**src/hw/rtl/conv3x3_zero_pad_filter_assert.svh**
```systemverilog
// Assertion macros shared by the 3x3 filter RTL
`ifndef CONV3X3_ZERO_PAD_FILTER_ASSERT_SVH
`define CONV3X3_ZERO_PAD_FILTER_ASSERT_SVH

// Condition must hold in the same cycle as the trigger
`define C3ZP_ASSERT_HOLDS(label, pre, post) \
    label: assert property (@(posedge clk) disable iff (!rst_n) (pre) |-> (post)) \
        else $error("c3zp: same-cycle check failed");

// Condition must hold in the cycle after the trigger
`define C3ZP_ASSERT_NEXT(label, pre, post) \
    label: assert property (@(posedge clk) disable iff (!rst_n) (pre) |=> (post)) \
        else $error("c3zp: next-cycle check failed");

`endif

```
**src/hw/rtl/c3zp_pkg.sv**
```systemverilog
// Shared types and constants of the 3x3 zero-padded filter
package c3zp_pkg;

    localparam int PIX_W        = 8;
    localparam int DIM_CFG_W    = 11;
    localparam int COEF_FIELD_W = 16;
    localparam int CFG_DATA_W   = 48;
    localparam int CFG_IDX_W    = 3;

    localparam logic [CFG_IDX_W-1:0] CFG_IMAGE_WIDTH     = 3'd0;
    localparam logic [CFG_IDX_W-1:0] CFG_IMAGE_HEIGHT    = 3'd1;
    localparam logic [CFG_IDX_W-1:0] CFG_COEF_ROW_TOP    = 3'd2;
    localparam logic [CFG_IDX_W-1:0] CFG_COEF_ROW_MID    = 3'd3;
    localparam logic [CFG_IDX_W-1:0] CFG_COEF_ROW_BOTTOM = 3'd4;

    localparam logic REQ_PIXEL = 1'b0;
    localparam logic REQ_FLUSH = 1'b1;

    localparam int QUEUE_DEPTH = 4;
    localparam int QPTR_W      = 2;
    localparam int QCNT_W      = 3;

    // Per-command control from the front to the back
    typedef struct packed {
        logic emit;
        logic last;
        logic top_ok;
        logic bot_ok;
        logic left_ok;
        logic right_ok;
    } cmd_ctl_t;

endpackage

```
**src/hw/rtl/c3zp_queue.sv**
```systemverilog
// Short command queue between the front end and the filter back end
`include "conv3x3_zero_pad_filter_assert.svh"

module c3zp_queue
    import c3zp_pkg::*;
#(
    parameter int DATA_W = 24
) (
    input  logic              clk,
    input  logic              rst_n,
    input  logic              push,
    input  logic [DATA_W-1:0] push_data,
    input  logic              pop,
    output logic [DATA_W-1:0] head_data,
    output logic              empty,
    output logic              full
);

    logic [DATA_W-1:0] entry_reg [QUEUE_DEPTH];
    logic [QPTR_W-1:0] wr_ptr_reg, wr_ptr_next;
    logic [QPTR_W-1:0] rd_ptr_reg, rd_ptr_next;
    logic [QCNT_W-1:0] count_reg, count_next;
    logic              do_pop;

    assign empty     = (count_reg == '0);
    assign full      = (count_reg == QCNT_W'(QUEUE_DEPTH));
    assign head_data = entry_reg[rd_ptr_reg];
    assign do_pop    = pop && !empty;

    always_comb
    begin
        wr_ptr_next = push ? wr_ptr_reg + QPTR_W'(1) : wr_ptr_reg;
        rd_ptr_next = do_pop ? rd_ptr_reg + QPTR_W'(1) : rd_ptr_reg;
        count_next  = count_reg;
        if (push && !do_pop)
            count_next = count_reg + QCNT_W'(1);
        else if (!push && do_pop)
            count_next = count_reg - QCNT_W'(1);
    end

    always_ff @(posedge clk or negedge rst_n)
    begin
        if (!rst_n)
        begin
            wr_ptr_reg <= '0;
            rd_ptr_reg <= '0;
            count_reg  <= '0;
        end
        else
        begin
            wr_ptr_reg <= wr_ptr_next;
            rd_ptr_reg <= rd_ptr_next;
            count_reg  <= count_next;
        end
    end

    always_ff @(posedge clk)
    begin
        if (push)
            entry_reg[wr_ptr_reg] <= push_data;
    end

    `C3ZP_ASSERT_HOLDS(a_no_push_when_full, push, !full)

endmodule

```
**config.mk**
```make
export PLATFORM = sky130hd
export DESIGN_NAME = c3zp_queue
export DESIGN_NICKNAME = d
export VERILOG_FILES = /design/src/hw/rtl/c3zp_pkg.sv /design/src/hw/rtl/c3zp_queue.sv
export VERILOG_INCLUDE_DIRS = /design/src /design/src/hw/rtl
export SDC_FILE = /design/constraint.sdc
export NUM_CORES = 1
export LEC_CHECK = 0
export BUFFER_PORTS_ARGS = -buffer_cell sky130_fd_sc_hd__buf_2
export CAP_MARGIN = 20
export CORE_ASPECT_RATIO = 0.9
export CORE_MARGIN = 4
export CORE_UTILIZATION = 25
export CTS_CLUSTER_SIZE = 24
export DETAILED_ROUTE_END_ITERATION = 12
export RECOVER_POWER = 100
export REMOVE_ABC_BUFFERS = 1
export SLEW_MARGIN = 10
export SYNTH_ARGS = -nofsm -noshare
export SYNTH_HDL_FRONTEND = slang
export SYNTH_SLANG_ARGS = --single-unit
```
**constraint.sdc**
```tcl
create_clock -name clk -period 1.85 [get_ports clk]
set_input_delay 0.2775 -clock clk [delete_from_list [all_inputs] [get_ports clk]]
set_output_delay 0.2775 -clock clk [all_outputs]
set_load 0.03 [all_outputs]
```
## Word level (Yosys, flattened, before mapping)

Memories as Yosys holds them, arrays and structs flattened.
Cells that the tools add are included.

- Add/sub/neg operators: 4
- Eq/ne operators: 1
- Muxes and demuxes: 4
- Reduce and logical (&&, ||, !) cells: 8

Operator list:

| cell | number |
|---|---|
| two-way mux 3 bit | 2 |
| adder 2 x 1 -> 2 bit (second input constant) | 2 |
| adder 3 x 1 -> 3 bit (second input constant) | 1 |
| == test 3 bit (second input constant) | 1 |
| logical AND 1 bit | 3 |
| logical NOT 1 bit | 3 |
| logical NOT 3 bit | 1 |
| subtractor 3 x 1 -> 3 bit (second input constant) | 1 |
| two-way mux 1 bit | 2 |
| nonzero test 2 bit | 1 |

- Bits in registers: 7
- RAM bits: 96
- Memories kept: 1

Memories:

| name | depth | width | read ports | clocked after memory_dff | wr ports | line | RTL |
|---|---|---|---|---|---|---|---|
| entry_reg | 4 | 24 | 1 | 0 | 1 | c3zp_queue.sv:19 | `logic [DATA_W-1:0] entry_reg [QUEUE_DEPTH];` |

## Depth between registers and ports, before layout

- Word-level depth: 6
- Depth in mapped cells: 8
- Mapped depth without buffers: 8

## Worst setup path before layout

Ideal clock, no wire load.

- Path kind: reg-to-reg
- Start point: register count_reg[0]
- End point: register count_reg[2]
- Setup time: 79 ps
- Arrival: 1888 ps
- Path slack: -117 ps
- Stages on the path, launching flop included: 9
- Clock period less this slack: 1967 ps
- Path through: dfrtp_1 -> or3_1 -> nand2_1 -> ha_1 -> inv_1 -> fa_1 -> xor2_1 -> nor2_1 -> xor2_1

- Longest elaborated chain between the ends: 6
- Elaborated cells on any way between the ends: 11
- Those cells by class: add/sub (2); mux (2); reduce/logical (7)

Ends and longest elaborated chain:

| item | line | RTL |
|---|---|---|
| start, declared | c3zp_queue.sv:22 | `logic [QCNT_W-1:0] count_reg, count_next;` |
| start signal, assigned | c3zp_queue.sv:53 | `count_reg <= count_next;` |
| branches (longest 6 deep; another with subtractor 3 x 1 -> 3 bit) | n/a |  |

Several ways; the timed one is not identified. The select of a mux whose other input is x is not followed.
A chain may end at the register's enable or synchronous reset.

## Worst setup path after layout

- Start point: register rd_ptr_reg[0]
- End point: output port head_data[15]

- Longest elaborated chain between the ends: 1

Ends and longest elaborated chain:

| item | line | RTL |
|---|---|---|
| start, declared | c3zp_queue.sv:21 | `logic [QPTR_W-1:0] rd_ptr_reg, rd_ptr_next;` |
| start signal, assigned | c3zp_queue.sv:52 | `rd_ptr_reg <= rd_ptr_next;` |
| memory read (4 x 24 bit) | n/a |  |
| end, declared | c3zp_queue.sv:14 | `output logic [DATA_W-1:0] head_data,` |

No other way between the ends.

==> impl_results.md <==
* Worst Path Class, Setup: reg2out
* Worst R2R Start: count_reg[0]
* Total track usage at 0.0866
* Sum of negative setup slack at -2350 ps
* Max Slew Vio Count at 0
* VDD IR-drop max at 0.652 mV
* Hold_ws at 192 ps
* Final WS setup at -123 ps
* Max reg flops at 96
* Req. time, crit path at 1570 ps
* Vias in the first global route at 1988
* Worst EP arrival at 1700 ps
* Initial antenna violation count at 0
* RSZ-0062 raised after global routing: true
* Worst-margin pin slew at 775 ps
* Pin count of the biggest net entering global routing at 25
* Root buffer cell: clkbuf_16
* Remaining routing DRC violations at 0
* Crit path max-delay cell type: mux4_2
* CTS tree: done
* CP Capture Point: head_data[15]
* Worst-path clk slew at 70 ps
* Crit path max fanout at 10
* Detail Placement HPWL at 4.67 mm
* Fmax at 507 MHz
* Slew headroom at 0.483
* Seq/Total Area, Yosys at 0.782
* Ratio of cells with drive above 1 in the final layout at 0.374
* Final Hold Fails at 0
* Fin crit period at 1970 ps
* Core area at 0.0154 mm²
* CTS Buf Count at 9
* Worst setup SP type: register
* Fin Clk Skew at 7.08 ps
* Crit-path cells: buf_12, mux4_2, buf_6
* Placed cell area at 0.00453 mm²
* Row count at 43
* Nets@finish at 272
* Worst-Skew Late Latency at 340 ps
* Starting Density at 0.254
* Final Instance Area at 0.00497 mm²
* Antenna diodes at 0
* FF-to-FF path depth at 8
* Crit share post-route at 1.07
* Reg-to-Reg End: count_reg[2]
* Async S/R FF share, synth at 0.0680
* Routed WL at 7.38 mm
* Synth cell count leaders: edfxtp_1, mux4_2, dfrtp_1
* I/O Pins at 54
* Max stage delay on crit path at 540 ps
* Synth Instances at 161
* Drt first pass iters at 4
* Netlist cell types at 20
* Drt via density at 4.04
* Layout Utilization at 0.323
* Avg Cell Area, Syn at 24.3 µm²
* Pleak at 1.68 nW
* CTS HTree Levels at 3
* #FFs+latches synth at 103
* Die W at 140 µm
* Area Growth Syn to Fin at 27.3%
* Share of the synthesized area in the top cell type at 0.738
* Avg WL per Cell at 16.6 µm
* Type of the worst min-delay path: in2reg
* Final Wtd Congestion at 0.631
* Design Power at 8.49 mW
* Synth top area cells: edfxtp_1, mux4_2, dfrtp_1
* Post-Syn Area at 0.00391 mm²
* Synth Flop Type: edfxtp_1
* PD cells at 1710 mW/mm²
* # clock sinks at 103
* Gr ovfl total at 0
* Max Cap Viol at 0
* Die height at 127 µm
* Status: complete, but fails checks
* DR vias at 1799
* Area leader, netlist: edfxtp_1
* Die area at 0.0177 mm²
* ANT nets after route at 0
* Failing checks: setup timing
* I/O Buffers at 53
* CP Capture Type: primary output
* Iter 0 DRT Violations at 55
* Ys Warns at 0
* Critical Path Start: rd_ptr_reg[0]
* # fillers at 1504
* Finish-stage setup viols at 26
* EDFF count, synth at 96
* Clk buf depth at 2
* First-pass GRT wire length at 11.4 mm
* R2r setup slk at -70 ps
* Most frequent cell after synthesis: edfxtp_1
cells in the final DEF (no fill, tap or decap), drive strengths merged:
cell type and n:
edfxtp 96, buf 43, clkbuf 38, mux4 24, dfrtp 7, inv 7, ha 5, and2 4
xnor2 3, xor2 3, clkinv 3, nand2 2, or3 1, nor3b 1, mux2 1, o21ai 1
nand3 1, nor2 1, fa 1, dlygate4sd3 1
layer usage:
metal	up-vias	track usage	share of wire	routed length, µm
li1	812	-	-	-
met1	936	0.104	0.43	3170
met2	44	0.146	0.51	3790
met3	7	0.0332	0.047	344
met4	0	0.0256	0.010	76
met5	-	0	0	0
critical path, delay by kind of cell, from the launching register on:
family   cells  cell delay (ps)
mux          1              540
flops        1              460
buf+inv      2              340
layout make-up:
| cell class | count | area (µm²) | share of cell area |
|---|---|---|---|
| Tap cell | 202 | 253 | 0.0508 |
| Inverter | 4 | 15.0 | 0.00302 |
| Clock buffer | 10 | 229 | 0.0460 |
| Clock inverter | 6 | 51.3 | 0.0103 |
| Timing Repair Buffer | 72 | 609 | 0.122 |
| Sequential cell | 103 | 3060 | 0.615 |
| Multi-Input combinational cell | 48 | 758 | 0.152 |
where the power goes:
group / total [mW] / internal [mW] / leakage (nW) / switching (mW)
registers: 3.22 / 3.07 / 0.963 / 0.146
logic: 3.51 / 1.66 / 0.579 / 1.85
clock network: 1.77 / 0.934 / 0.139 / 0.832
total: 8.49 / 5.66 / 1.68 / 2.83
what timing repair did:
item	4_1_cts	5_1_grt
hold buffers	1	0
pin swaps	4	3
endpoints found under the hold margin	7	0
setup buffers	3	1
resized for setup	53	8
setup endpoints to repair	26	26
gates cloned	0	1
worst min path at each step:
stage                        from  slack, ps  cells after the start               end
floorplan                   rst_n        -20                      0      count_reg[0]
global placement            rst_n        120                      1      count_reg[1]
detailed placement          rst_n        120                      1      count_reg[2]
CTS                  push_data[1]        140                      1   entry_reg[2][1]
global route        push_data[10]        200                      1  entry_reg[0][10]
finish              push_data[11]        190                      1  entry_reg[3][11]
through the flow:
stage	setup slack (ps)	cells
after floorplan	-353	155
after global placement	-51.1	423
after detailed placement	-80.4	423
after CTS	-162	443
after global routing	-186	445
final	-123	445
logic make-up (layout without fill, tap and decap cells):
group                      after synthesis  in the layout  synth area share
AOI/OAI and AO/OA                        1              1           0.00128
muxes                                   25             25             0.147
xor gates and xnor gates                 6              6            0.0134
buffers and inverters                   10             92            0.0208
adders and majority gates                6              6            0.0211
and+or+nand+nor                         10             10            0.0141
DFF                                    103            103             0.782
Power figures use the tool's default switching activity.
