--- src/hw/rtl/conv3x3_zero_pad_filter_assert.svh ---
// Assertion macros shared by the 3x3 filter RTL
`ifndef CONV3X3_ZERO_PAD_FILTER_ASSERT_SVH
`define CONV3X3_ZERO_PAD_FILTER_ASSERT_SVH

// Condition must hold in the same cycle as the trigger
`define C3ZP_ASSERT_HOLDS(label, pre, post) \
    label: assert property (@(posedge clk) disable iff (!rst_n) (pre) |-> (post)) \
        else $error("c3zp: same-cycle check failed");

// Condition must hold in the cycle after the trigger
`define C3ZP_ASSERT_NEXT(label, pre, post) \
    label: assert property (@(posedge clk) disable iff (!rst_n) (pre) |=> (post)) \
        else $error("c3zp: next-cycle check failed");

`endif

--- src/hw/rtl/c3zp_pkg.sv ---
// Shared types and constants of the 3x3 zero-padded filter
package c3zp_pkg;

    localparam int PIX_W        = 8;
    localparam int DIM_CFG_W    = 11;
    localparam int COEF_FIELD_W = 16;
    localparam int CFG_DATA_W   = 48;
    localparam int CFG_IDX_W    = 3;

    localparam logic [CFG_IDX_W-1:0] CFG_IMAGE_WIDTH     = 3'd0;
    localparam logic [CFG_IDX_W-1:0] CFG_IMAGE_HEIGHT    = 3'd1;
    localparam logic [CFG_IDX_W-1:0] CFG_COEF_ROW_TOP    = 3'd2;
    localparam logic [CFG_IDX_W-1:0] CFG_COEF_ROW_MID    = 3'd3;
    localparam logic [CFG_IDX_W-1:0] CFG_COEF_ROW_BOTTOM = 3'd4;

    localparam logic REQ_PIXEL = 1'b0;
    localparam logic REQ_FLUSH = 1'b1;

    localparam int QUEUE_DEPTH = 4;
    localparam int QPTR_W      = 2;
    localparam int QCNT_W      = 3;

    // Per-command control from the front to the back
    typedef struct packed {
        logic emit;
        logic last;
        logic top_ok;
        logic bot_ok;
        logic left_ok;
        logic right_ok;
    } cmd_ctl_t;

endpackage

--- src/hw/rtl/c3zp_front.sv ---
// Front end: accepts pixels and flushes, tracks frame position, issues shift commands
`include "conv3x3_zero_pad_filter_assert.svh"

module c3zp_front
    import c3zp_pkg::*;
#(
    parameter int MAX_WIDTH  = 1024,
    parameter int MAX_HEIGHT = 1024
) (
    input  logic                          clk,
    input  logic                          rst_n,
    input  logic                          s_tvalid,
    output logic                          s_tready,
    input  logic [PIX_W-1:0]              s_tdata,   // [7:0] pixel
    input  logic                          s_tuser,   // [0] req_type
    input  logic [DIM_CFG_W-1:0]          image_width,
    input  logic [DIM_CFG_W-1:0]          image_height,
    input  logic                          q_full,
    output logic                          push,
    output cmd_ctl_t                      cmd_ctl,
    output logic [PIX_W-1:0]              cmd_pixel,
    output logic [$clog2(MAX_WIDTH)-1:0]  cmd_ptr
);

    localparam int WW  = $clog2(MAX_WIDTH + 1);
    localparam int HW  = $clog2(MAX_HEIGHT + 1);
    localparam int CLW = $clog2(MAX_WIDTH);
    localparam int ORW = $clog2(MAX_HEIGHT);
    localparam int CWW = (WW > DIM_CFG_W) ? WW : DIM_CFG_W;
    localparam int CWH = (HW > DIM_CFG_W) ? HW : DIM_CFG_W;
    localparam logic [WW-1:0] W_RST = WW'((MAX_WIDTH < 1024) ? MAX_WIDTH : 1024);
    localparam logic [HW-1:0] H_RST = HW'((MAX_HEIGHT < 1024) ? MAX_HEIGHT : 1024);

    logic [CLW-1:0] in_col_reg, in_col_next;
    logic [HW-1:0]  in_row_reg, in_row_next;
    logic [CLW-1:0] out_col_reg, out_col_next;
    logic [ORW-1:0] out_row_reg, out_row_next;
    logic [WW-1:0]  frame_w_reg, frame_w_next;
    logic [HW-1:0]  frame_h_reg, frame_h_next;
    logic [CLW-1:0] ptr_reg, ptr_next;
    logic           extra_reg, extra_next;

    logic [WW-1:0]  clamp_w;
    logic [HW-1:0]  clamp_h;
    logic           first;
    logic [WW-1:0]  w_eff;
    logic [HW-1:0]  h_eff;
    logic           frame_done;
    logic           accept;
    logic           last_pos;
    cmd_ctl_t       emit_ctl;

    always_comb
    begin
        logic [CWW-1:0] vw;
        logic [CWH-1:0] vh;
        vw = CWW'(image_width);
        vh = CWH'(image_height);
        if (vw == '0)
            clamp_w = WW'(1);
        else if (vw > CWW'(MAX_WIDTH))
            clamp_w = WW'(MAX_WIDTH);
        else
            clamp_w = WW'(vw);
        if (vh == '0)
            clamp_h = HW'(1);
        else if (vh > CWH'(MAX_HEIGHT))
            clamp_h = HW'(MAX_HEIGHT);
        else
            clamp_h = HW'(vh);
    end

    assign first      = (in_row_reg == '0) && (in_col_reg == '0);
    assign w_eff      = first ? clamp_w : frame_w_reg;
    assign h_eff      = first ? clamp_h : frame_h_reg;
    assign frame_done = (in_row_reg >= frame_h_reg);
    assign s_tready   = !extra_reg && !q_full;
    assign accept     = s_tvalid && s_tready;

    // Position of the next result and its neighbour validity
    assign last_pos = (HW'(out_row_reg) == frame_h_reg - HW'(1))
                   && (WW'(out_col_reg) == frame_w_reg - WW'(1));

    always_comb
    begin
        emit_ctl.emit     = 1'b1;
        emit_ctl.last     = last_pos;
        emit_ctl.top_ok   = (out_row_reg != '0);
        emit_ctl.bot_ok   = (HW'(out_row_reg) != frame_h_reg - HW'(1));
        emit_ctl.left_ok  = (out_col_reg != '0);
        emit_ctl.right_ok = (WW'(out_col_reg) != frame_w_reg - WW'(1));
    end

    always_comb
    begin
        logic [CLW-1:0] ptr_cur;
        logic           emit_pix;
        logic           do_emit;
        in_col_next  = in_col_reg;
        in_row_next  = in_row_reg;
        out_col_next = out_col_reg;
        out_row_next = out_row_reg;
        frame_w_next = frame_w_reg;
        frame_h_next = frame_h_reg;
        ptr_next     = ptr_reg;
        extra_next   = extra_reg;
        push         = 1'b0;
        cmd_ctl      = '0;
        cmd_pixel    = '0;
        ptr_cur      = ptr_reg;
        do_emit      = 1'b0;
        emit_pix     = (in_row_reg >= HW'(2))
                    || ((in_row_reg == HW'(1)) && (in_col_reg != '0));

        if (extra_reg)
        begin
            // One zero shift so a single-row frame lines up with its flushes
            if (!q_full)
            begin
                push       = 1'b1;
                extra_next = 1'b0;
            end
        end
        else if (accept)
        begin
            case (s_tuser)
                REQ_FLUSH:
                begin
                    if (frame_done)
                    begin
                        push    = 1'b1;
                        do_emit = 1'b1;
                    end
                end
                REQ_PIXEL:
                begin
                    if (!frame_done)
                    begin
                        push      = 1'b1;
                        cmd_pixel = s_tdata;
                        if (first)
                        begin
                            frame_w_next = clamp_w;
                            frame_h_next = clamp_h;
                            ptr_cur      = '0;
                        end
                        if (WW'(in_col_reg) == w_eff - WW'(1))
                        begin
                            in_col_next = '0;
                            in_row_next = in_row_reg + HW'(1);
                            if ((in_row_reg + HW'(1) == h_eff) && (h_eff == HW'(1)))
                                extra_next = 1'b1;
                        end
                        else
                        begin
                            in_col_next = in_col_reg + CLW'(1);
                        end
                        do_emit = emit_pix;
                    end
                end
                default:
                begin
                end
            endcase
        end

        cmd_ptr = ptr_cur;
        if (push)
        begin
            if (WW'(ptr_cur) == w_eff - WW'(1))
                ptr_next = '0;
            else
                ptr_next = ptr_cur + CLW'(1);
        end

        if (do_emit)
        begin
            cmd_ctl = emit_ctl;
            if (last_pos)
            begin
                // Frame complete: restart the input and output position counters
                in_col_next  = '0;
                in_row_next  = '0;
                out_col_next = '0;
                out_row_next = '0;
            end
            else if (WW'(out_col_reg) == frame_w_reg - WW'(1))
            begin
                out_col_next = '0;
                out_row_next = out_row_reg + ORW'(1);
            end
            else
            begin
                out_col_next = out_col_reg + CLW'(1);
            end
        end
    end

    always_ff @(posedge clk or negedge rst_n)
    begin
        if (!rst_n)
        begin
            in_col_reg  <= '0;
            in_row_reg  <= '0;
            out_col_reg <= '0;
            out_row_reg <= '0;
            frame_w_reg <= W_RST;
            frame_h_reg <= H_RST;
            ptr_reg     <= '0;
            extra_reg   <= 1'b0;
        end
        else
        begin
            in_col_reg  <= in_col_next;
            in_row_reg  <= in_row_next;
            out_col_reg <= out_col_next;
            out_row_reg <= out_row_next;
            frame_w_reg <= frame_w_next;
            frame_h_reg <= frame_h_next;
            ptr_reg     <= ptr_next;
            extra_reg   <= extra_next;
        end
    end

    `C3ZP_ASSERT_HOLDS(a_in_row_bound, 1'b1, in_row_reg <= frame_h_reg)
    `C3ZP_ASSERT_HOLDS(a_extra_single_row, extra_reg, (frame_h_reg == HW'(1)) && (in_row_reg == HW'(1)))
    `C3ZP_ASSERT_NEXT(a_last_restarts, push && cmd_ctl.last, (in_row_reg == '0) && (out_row_reg == '0) && (out_col_reg == '0))

endmodule

--- config.mk ---
export PLATFORM = sky130hd
export DESIGN_NAME = c3zp_front
export DESIGN_NICKNAME = d
export VERILOG_FILES = /design/src/hw/rtl/c3zp_pkg.sv /design/src/hw/rtl/c3zp_front.sv
export VERILOG_INCLUDE_DIRS = /design/src /design/src/hw/rtl
export SDC_FILE = /design/constraint.sdc
export NUM_CORES = 1
export LEC_CHECK = 0
export BUFFER_PORTS_ARGS = -buffer_cell sky130_fd_sc_hd__buf_2
export CORE_AREA = 5 5 158 122
export CTS_BUF_LIST = sky130_fd_sc_hd__clkbuf_8
export CTS_CLUSTER_DIAMETER = 200
export DETAILED_ROUTE_END_ITERATION = 10
export DIE_AREA = 0 0 163 127
export SLEW_MARGIN = 40
export SYNTH_ARGS = -nofsm -noshare
export SYNTH_HDL_FRONTEND = slang
export SYNTH_SLANG_ARGS = --single-unit
export TNS_END_PERCENT = 100
--- constraint.sdc ---
create_clock -name clk -period 5.9 [get_ports clk]
set_input_delay 1.18 -clock clk [delete_from_list [all_inputs] [get_ports clk]]
set_output_delay 1.18 -clock clk [all_outputs]
set_load 0.03 [all_outputs]
**Yosys cells after proc, flatten, opt, wreduce, memory -nomap -nowiden**

Index checks and enable logic that the tools add are counted.

- Word-level logic and storage cells: 103
- Input port bits: 35
- Bits in registers: 74

- Equal/unequal tests: 9
- Magnitude comparators: 4
- Reduce and logical (&&, ||, !) cells: 19
- Bitwise gates (word level): 3
- Add/sub/neg operators: 8
- Muxes and demuxes: 52

Operator list:

| operator | count |
|---|---|
| 10-bit 2-to-1 mux | 17 |
| 11-bit 2-to-1 mux | 13 |
| 10-bit by 11-bit equality test with 1-bit output | 4 |
| 10-bit by 1-bit adder with 10-bit output (second input constant) | 4 |
| 11-bit zero test | 3 |
| 11-bit by 1-bit subtractor with 11-bit output (second input constant) | 3 |
| 8-bit 2-to-1 mux | 4 |
| 10-bit nonzero test | 3 |
| 11-bit by 1-bit equality test with 1-bit output (second input constant) | 2 |
| 11-bit > comparator (second input constant) | 2 |
| 10-bit by 11-bit inequality test with 1-bit output | 2 |
| 1-bit 2-to-1 mux | 15 |
| 11-bit by 1-bit adder with 11-bit output (second input constant) | 1 |
| 11-bit equality test | 1 |
| 11-bit greater-or-equal comparator | 1 |
| 11-bit by 2-bit greater-or-equal comparator with 1-bit output (second input constant) | 1 |
| 10-bit zero test | 1 |
| 1-bit logical AND | 6 |
| 6-bit 2-to-1 mux | 1 |
| 1-bit case mux with 2 select lines | 2 |
| 4-bit AND reduction | 1 |
| 1-bit NOT | 3 |
| 1-bit zero test | 2 |
| 2-bit AND reduction | 1 |
| 2 further kinds | 2 |

**Depth between registers and ports, before layout**

- Depth in word-level cells: 13
- Gate-level depth with buffers: 20
- Mapped depth without buffers: 17

**Worst setup path before layout**

No wires, ideal clock.

- Path type: input port to flip-flop
- From: input port image_width[4]
- To: register in_row_reg[3]
- Arrival: 4.501 ns
- Library setup time: 0.066 ns
- Required time: 5.834 ns
- Path slack: 1.333 ns
- Cell stages on the path: 16
- Buffers on the path: 2
- Path through: nor4_2 > a31oi_1 > nor4_1 > a21oi_2 > ha_1 > clkbuf_1 > nor4b_1 > a221oi_1 > nand3_1 > a21oi_1 > o21ai_1 > a2111oi_4 > nand4_2 > buf_6 > or4_1 > nand2_1

- Word-level cells in the longest chain between the ends: 13

RTL lines:

| element | RTL line | text |
|---|---|---|
| from (decl) | c3zp_front.sv:16 | `input logic [DIM_CFG_W-1:0] image_width,` |
| 11-bit > comparator | c3zp_front.sv:61 | `else if (vw > CWW'(MAX_WIDTH))` |
| 11-bit 2-to-1 mux | c3zp_front.sv:61 |  |
| 11-bit 2-to-1 mux * | c3zp_front.sv:59 | `if (vw == '0)` |
| 11-bit 2-to-1 mux * | -- |  |
| 11-bit by 1-bit subtractor with 11-bit output * | c3zp_front.sv:147 | `if (WW'(in_col_reg) == w_eff - WW'(1))` |
| 10-bit by 11-bit equality test with 1-bit output * | c3zp_front.sv:147 |  |
| 11-bit 2-to-1 mux * | c3zp_front.sv:147 |  |
| 11-bit 2-to-1 mux * | c3zp_front.sv:137 | `if (!frame_done)` |
| 11-bit 2-to-1 mux * | c3zp_front.sv:126 | `case (s_tuser)` |
| 11-bit 2-to-1 mux * | c3zp_front.sv:124 | `else if (accept)` |
| 11-bit 2-to-1 mux * | c3zp_front.sv:115 | `if (extra_reg)` |
| 11-bit 2-to-1 mux | c3zp_front.sv:179 | `if (last_pos)` |
| 11-bit 2-to-1 mux * | c3zp_front.sv:176 | `if (do_emit)` |
| via in_row_next[3] | c3zp_front.sv:35 | `logic [HW-1:0] in_row_reg, in_row_next;` |
| to (signal assigned) | c3zp_front.sv:215 | `in_row_reg <= in_row_next;` |
| to (decl) | c3zp_front.sv:35 |  |

Mark *: on every way through the listed nets, which the timed path passes. The rest lies on a longest branch.
A chain may end at the register's enable or synchronous reset.

**Worst setup path in the final report**

- From: register in_row_reg[9]
- To: register in_row_reg[9]

- Word-level cells in the longest chain between the ends: 12

RTL lines:

| element | RTL line | text |
|---|---|---|
| 11-bit zero test | c3zp_front.sv:73 | `assign first = (in_row_reg == '0) && (in_col_reg == '0);` |
| 1-bit logical AND | c3zp_front.sv:73 |  |
| 11-bit 2-to-1 mux | -- |  |
| 11-bit by 1-bit subtractor with 11-bit output | c3zp_front.sv:147 |  |
| 10-bit by 11-bit equality test with 1-bit output | c3zp_front.sv:147 |  |
| 11-bit 2-to-1 mux | c3zp_front.sv:147 |  |
| 11-bit 2-to-1 mux | c3zp_front.sv:137 |  |
| 11-bit 2-to-1 mux | c3zp_front.sv:126 |  |
| 11-bit 2-to-1 mux | c3zp_front.sv:124 |  |
| 11-bit 2-to-1 mux | c3zp_front.sv:115 |  |
| 11-bit 2-to-1 mux | c3zp_front.sv:179 |  |
| 11-bit 2-to-1 mux * | c3zp_front.sv:176 |  |
| via in_row_next[9] | c3zp_front.sv:35 |  |

Marked as above.

==> key figures <==
Yosys
  • Syn Area/Cell: 7.958 um2
  • Mapped Area: 0.006048 mm2
  • Synth Register Bits: 74
  • Yosys top cell area share: 29.79%
  • Cell count after synthesis: 760
  • Distinct cells, synth: 71
  • Post-Syn Nets: 820
  • Synth Flop Type: dfrtp_1
  • Top area cells in the synthesized netlist: dfrtp_1, xnor2_1, ha_1
  • Post-synth EDFFs: 0
  • Syn. warnings: 0
  • Sequential fraction of the synthesis area: 30.66%
  • Async SR Flop Fraction: 100.0%
  • Yosys top cell by area: dfrtp_1

Setup path
  • R2r startpoint: in_row_reg[9]
  • Critical path depth in cells: 14
  • CP Class: reg2reg
  • Crit-path slowest cell: or4_1
  • Crit path capture type: flop
  • CP max stage delay: 0.61 ns
  • Reg2Reg Depth: 14
  • WP data required: 6.21 ns
  • CP cell instances: or4_4 -> nor4_4 -> nand2_4 -> a21oi_2 -> ha_1 -> or3b_1 -> a221oi_1 -> nand3_1 -> a21oi_1 -> o21ai_1 -> a2111oi_4 -> nand4_2 -> or4_1 -> a21oi_1
  • Worst setup SP type: flop
  • Buf/Inv on CP: 0
  • Crit-path leading delay family: simple AND/OR/NAND/NOR gates
  • Crit-path most repeated cell: a21oi_1
  • Worst path arrival time: 5.67 ns
  • Crit Path Max Fanout: 14
  • Setup crit start: in_row_reg[9]

Global routing
  • Largest net degree at the start of global routing: 75
  • Global-route wire length before repair: 27.66 mm
  • Vias in the first global route: 5089
  • Total gr overflow: 0
  • Tot GR Track Use: 16.64%
  • Initial antenna violation count: 0

Clock tree
  • CTS H-Tree Depth: 3
  • Num Clock Sinks: 74
  • TritonCTS clock tree: yes
  • Clk Latency, worst-skew pair: 0.38 ns
  • Clk slew on worst S/H paths: 0.08 ns
  • Post_cts resized: 0
  • Setup bufs post-CTS: 0
  • Clock buffer count from CTS: 9
  • Clk buf depth: 2
  • # hold bufs at CTS: 0
  • Clk root buf: clkbuf_8

Run status
  • Status: finished clean

Final layout
  • Multi-input gate area: 0.003910 mm2
  • Register area: 0.001854 mm2
  • Synth-to-layout area growth: 12.06%
  • Finished Core Util: 38.85%
  • Final nets: 863
  • Share of cells above drive strength 1: 14.48%
  • Number of diodes: 0
  • # fillers: 1881

Drt
  • First-pass detailed-route iteration total: 5
  • DRC viols: 0
  • Mean number of vias per cell: 5.328
  • Final antenna-violating net count: 0
  • Per-cell routed wire length: 16.27 um
  • DR iter-0 viols: 654
  • Final wirelength: 17.08 mm
  • Vias: 5594

Min path
  • Hold depth: 2
  • Hold Path Class: reg2reg
  • HP Start: frame_w_reg[10]

STA
  • Fin crit period: 5.363 ns
  • Setup WS post-layout: 0.5367 ns
  • Hold Fails Final Rpt: 0
  • RSZ-0062 raised after global routing: false
  • Setup TNS: 0 ns
  • Peak Freq: 186.5 MHz
  • Endpoints failing setup: 0
  • Max_slew headroom: 52.24%
  • Actual slew at the worst max-slew pin: 0.7165 ns
  • Setup Skew: 0.01102 ns
  • Final worst-path cycle share: 90.90%
  • Max Slew Vio Count: 0
  • Hold WS: 0.5340 ns

Placed design
  • Post-DP HPWL: 12.78 mm
  • Post-Place Worst Slack: 0.4948 ns
  • Routability cong.: 0.8915
  • PortBufs: 60

Floorplanning
  • I/O pin count: 61
  • Die area: 0.02070 mm2
  • Die Height: 127 um
  • Initial Util: 34.67%
  • Die W: 163 um
  • Cell Rows: 42
  • Core area: 0.01745 mm2

Run
  • Max Cap Viol: 0

Pwr
  • Leakage: 2.914 nW
  • Pwr/cell area: 195.2 mW/mm2
  • Max IR drop VDD: 69.69 uV
  • Pwr Total: 1.323 mW
logic make-up after synthesis:
kind of cell               count (synthesis)  share of synthesized area (%)
DFF                                       74                          30.66
and+or+nand+nor                          333                          29.23
xor gates and xnor gates                  59                          8.544
adders and majority gates                 25                          5.172
AOI/OAI and AO/OA                        174                          18.00
muxes                                     17                          3.186
buffers and inverters                     78                          5.213
cell usage after synthesis (all sizes together) (7+ instances only):
library cell  instances
and2                 18
nand2b               14
clkbuf               34
o21ai                74
dfrtp                72
a31oi                12
nand2                72
o211ai                7
nand3b               11
o31ai                 7
nand3                27
nand4                12
nor4                 17
inv                  38
xor2                 21
and3                 18
mux2                  8
nor2b                 7
a21oi                35
or3                   9
or4                  10
ha                   25
nor2                 67
nor3                 33
mux2i                 9
xnor2                38
worst reg2reg max path: cells and delay by family, from the launching register on:
family                     cells  cell delay (ns)
adders and majority gates      1             0.43
AOI/OAI and AO/OA              6             1.54
DFF                            1             0.48
and+or+nand+nor                7             2.83
final cells by class:
class | instances | area share (%)
clock buffer | 10 | 2.031
multi-input combinational | 608 | 57.69
sequential | 74 | 27.36
timing repair buffer | 72 | 5.852
clock inverter | 6 | 0.4984
inverter | 38 | 2.104
tap | 242 | 4.467
where the power goes:
part,total [mW],internal [mW],switching [mW]
Combinational,0.325,0.128,0.197
Clock,0.370,0.160,0.210
Sequential,0.628,0.551,0.0768
Total,1.32,0.840,0.483
per-layer routing:
| metal | vias up | global-route usage, % | wire [um] |
|---|---|---|---|
| li1 | 2806 | - | - |
| met1 | 2648 | 26.45 | 9032 |
| met2 | 129 | 22.73 | 7031 |
| met3 | 11 | 3.574 | 877 |
| met4 | 0 | 3.698 | 143 |
| met5 | - | 0 | 0 |
cell usage in the layout, fill, tap and decap left out, drive strengths merged, types with 25 or more instances in the layout:
master	n
a21oi	35
buf	72
dfrtp	72
ha	25
inv	39
nand2	72
nand3	27
nor2	67
nor3	33
o21ai	74
xnor2	38
path summary, 6_finish.rpt:
path | endpoint | slack (ns)
max | in_row_reg[9] | 0.54
min | frame_w_reg[10] | 0.53
max reg2reg | in_row_reg[9] | 0.54
min reg2reg | frame_w_reg[10] | 0.53
max in group asynchronous | extra_reg | 4.59
min in group asynchronous | in_col_reg[6] | 0.84
through the flow:
step,instance area (um2),instances
floorplan,6048,760
global placement,6590,1034
detailed placement,6594,1034
CTS,6765,1050
global route,6778,1050
finish,6778,1050
(Power assumes the default switching activity.)
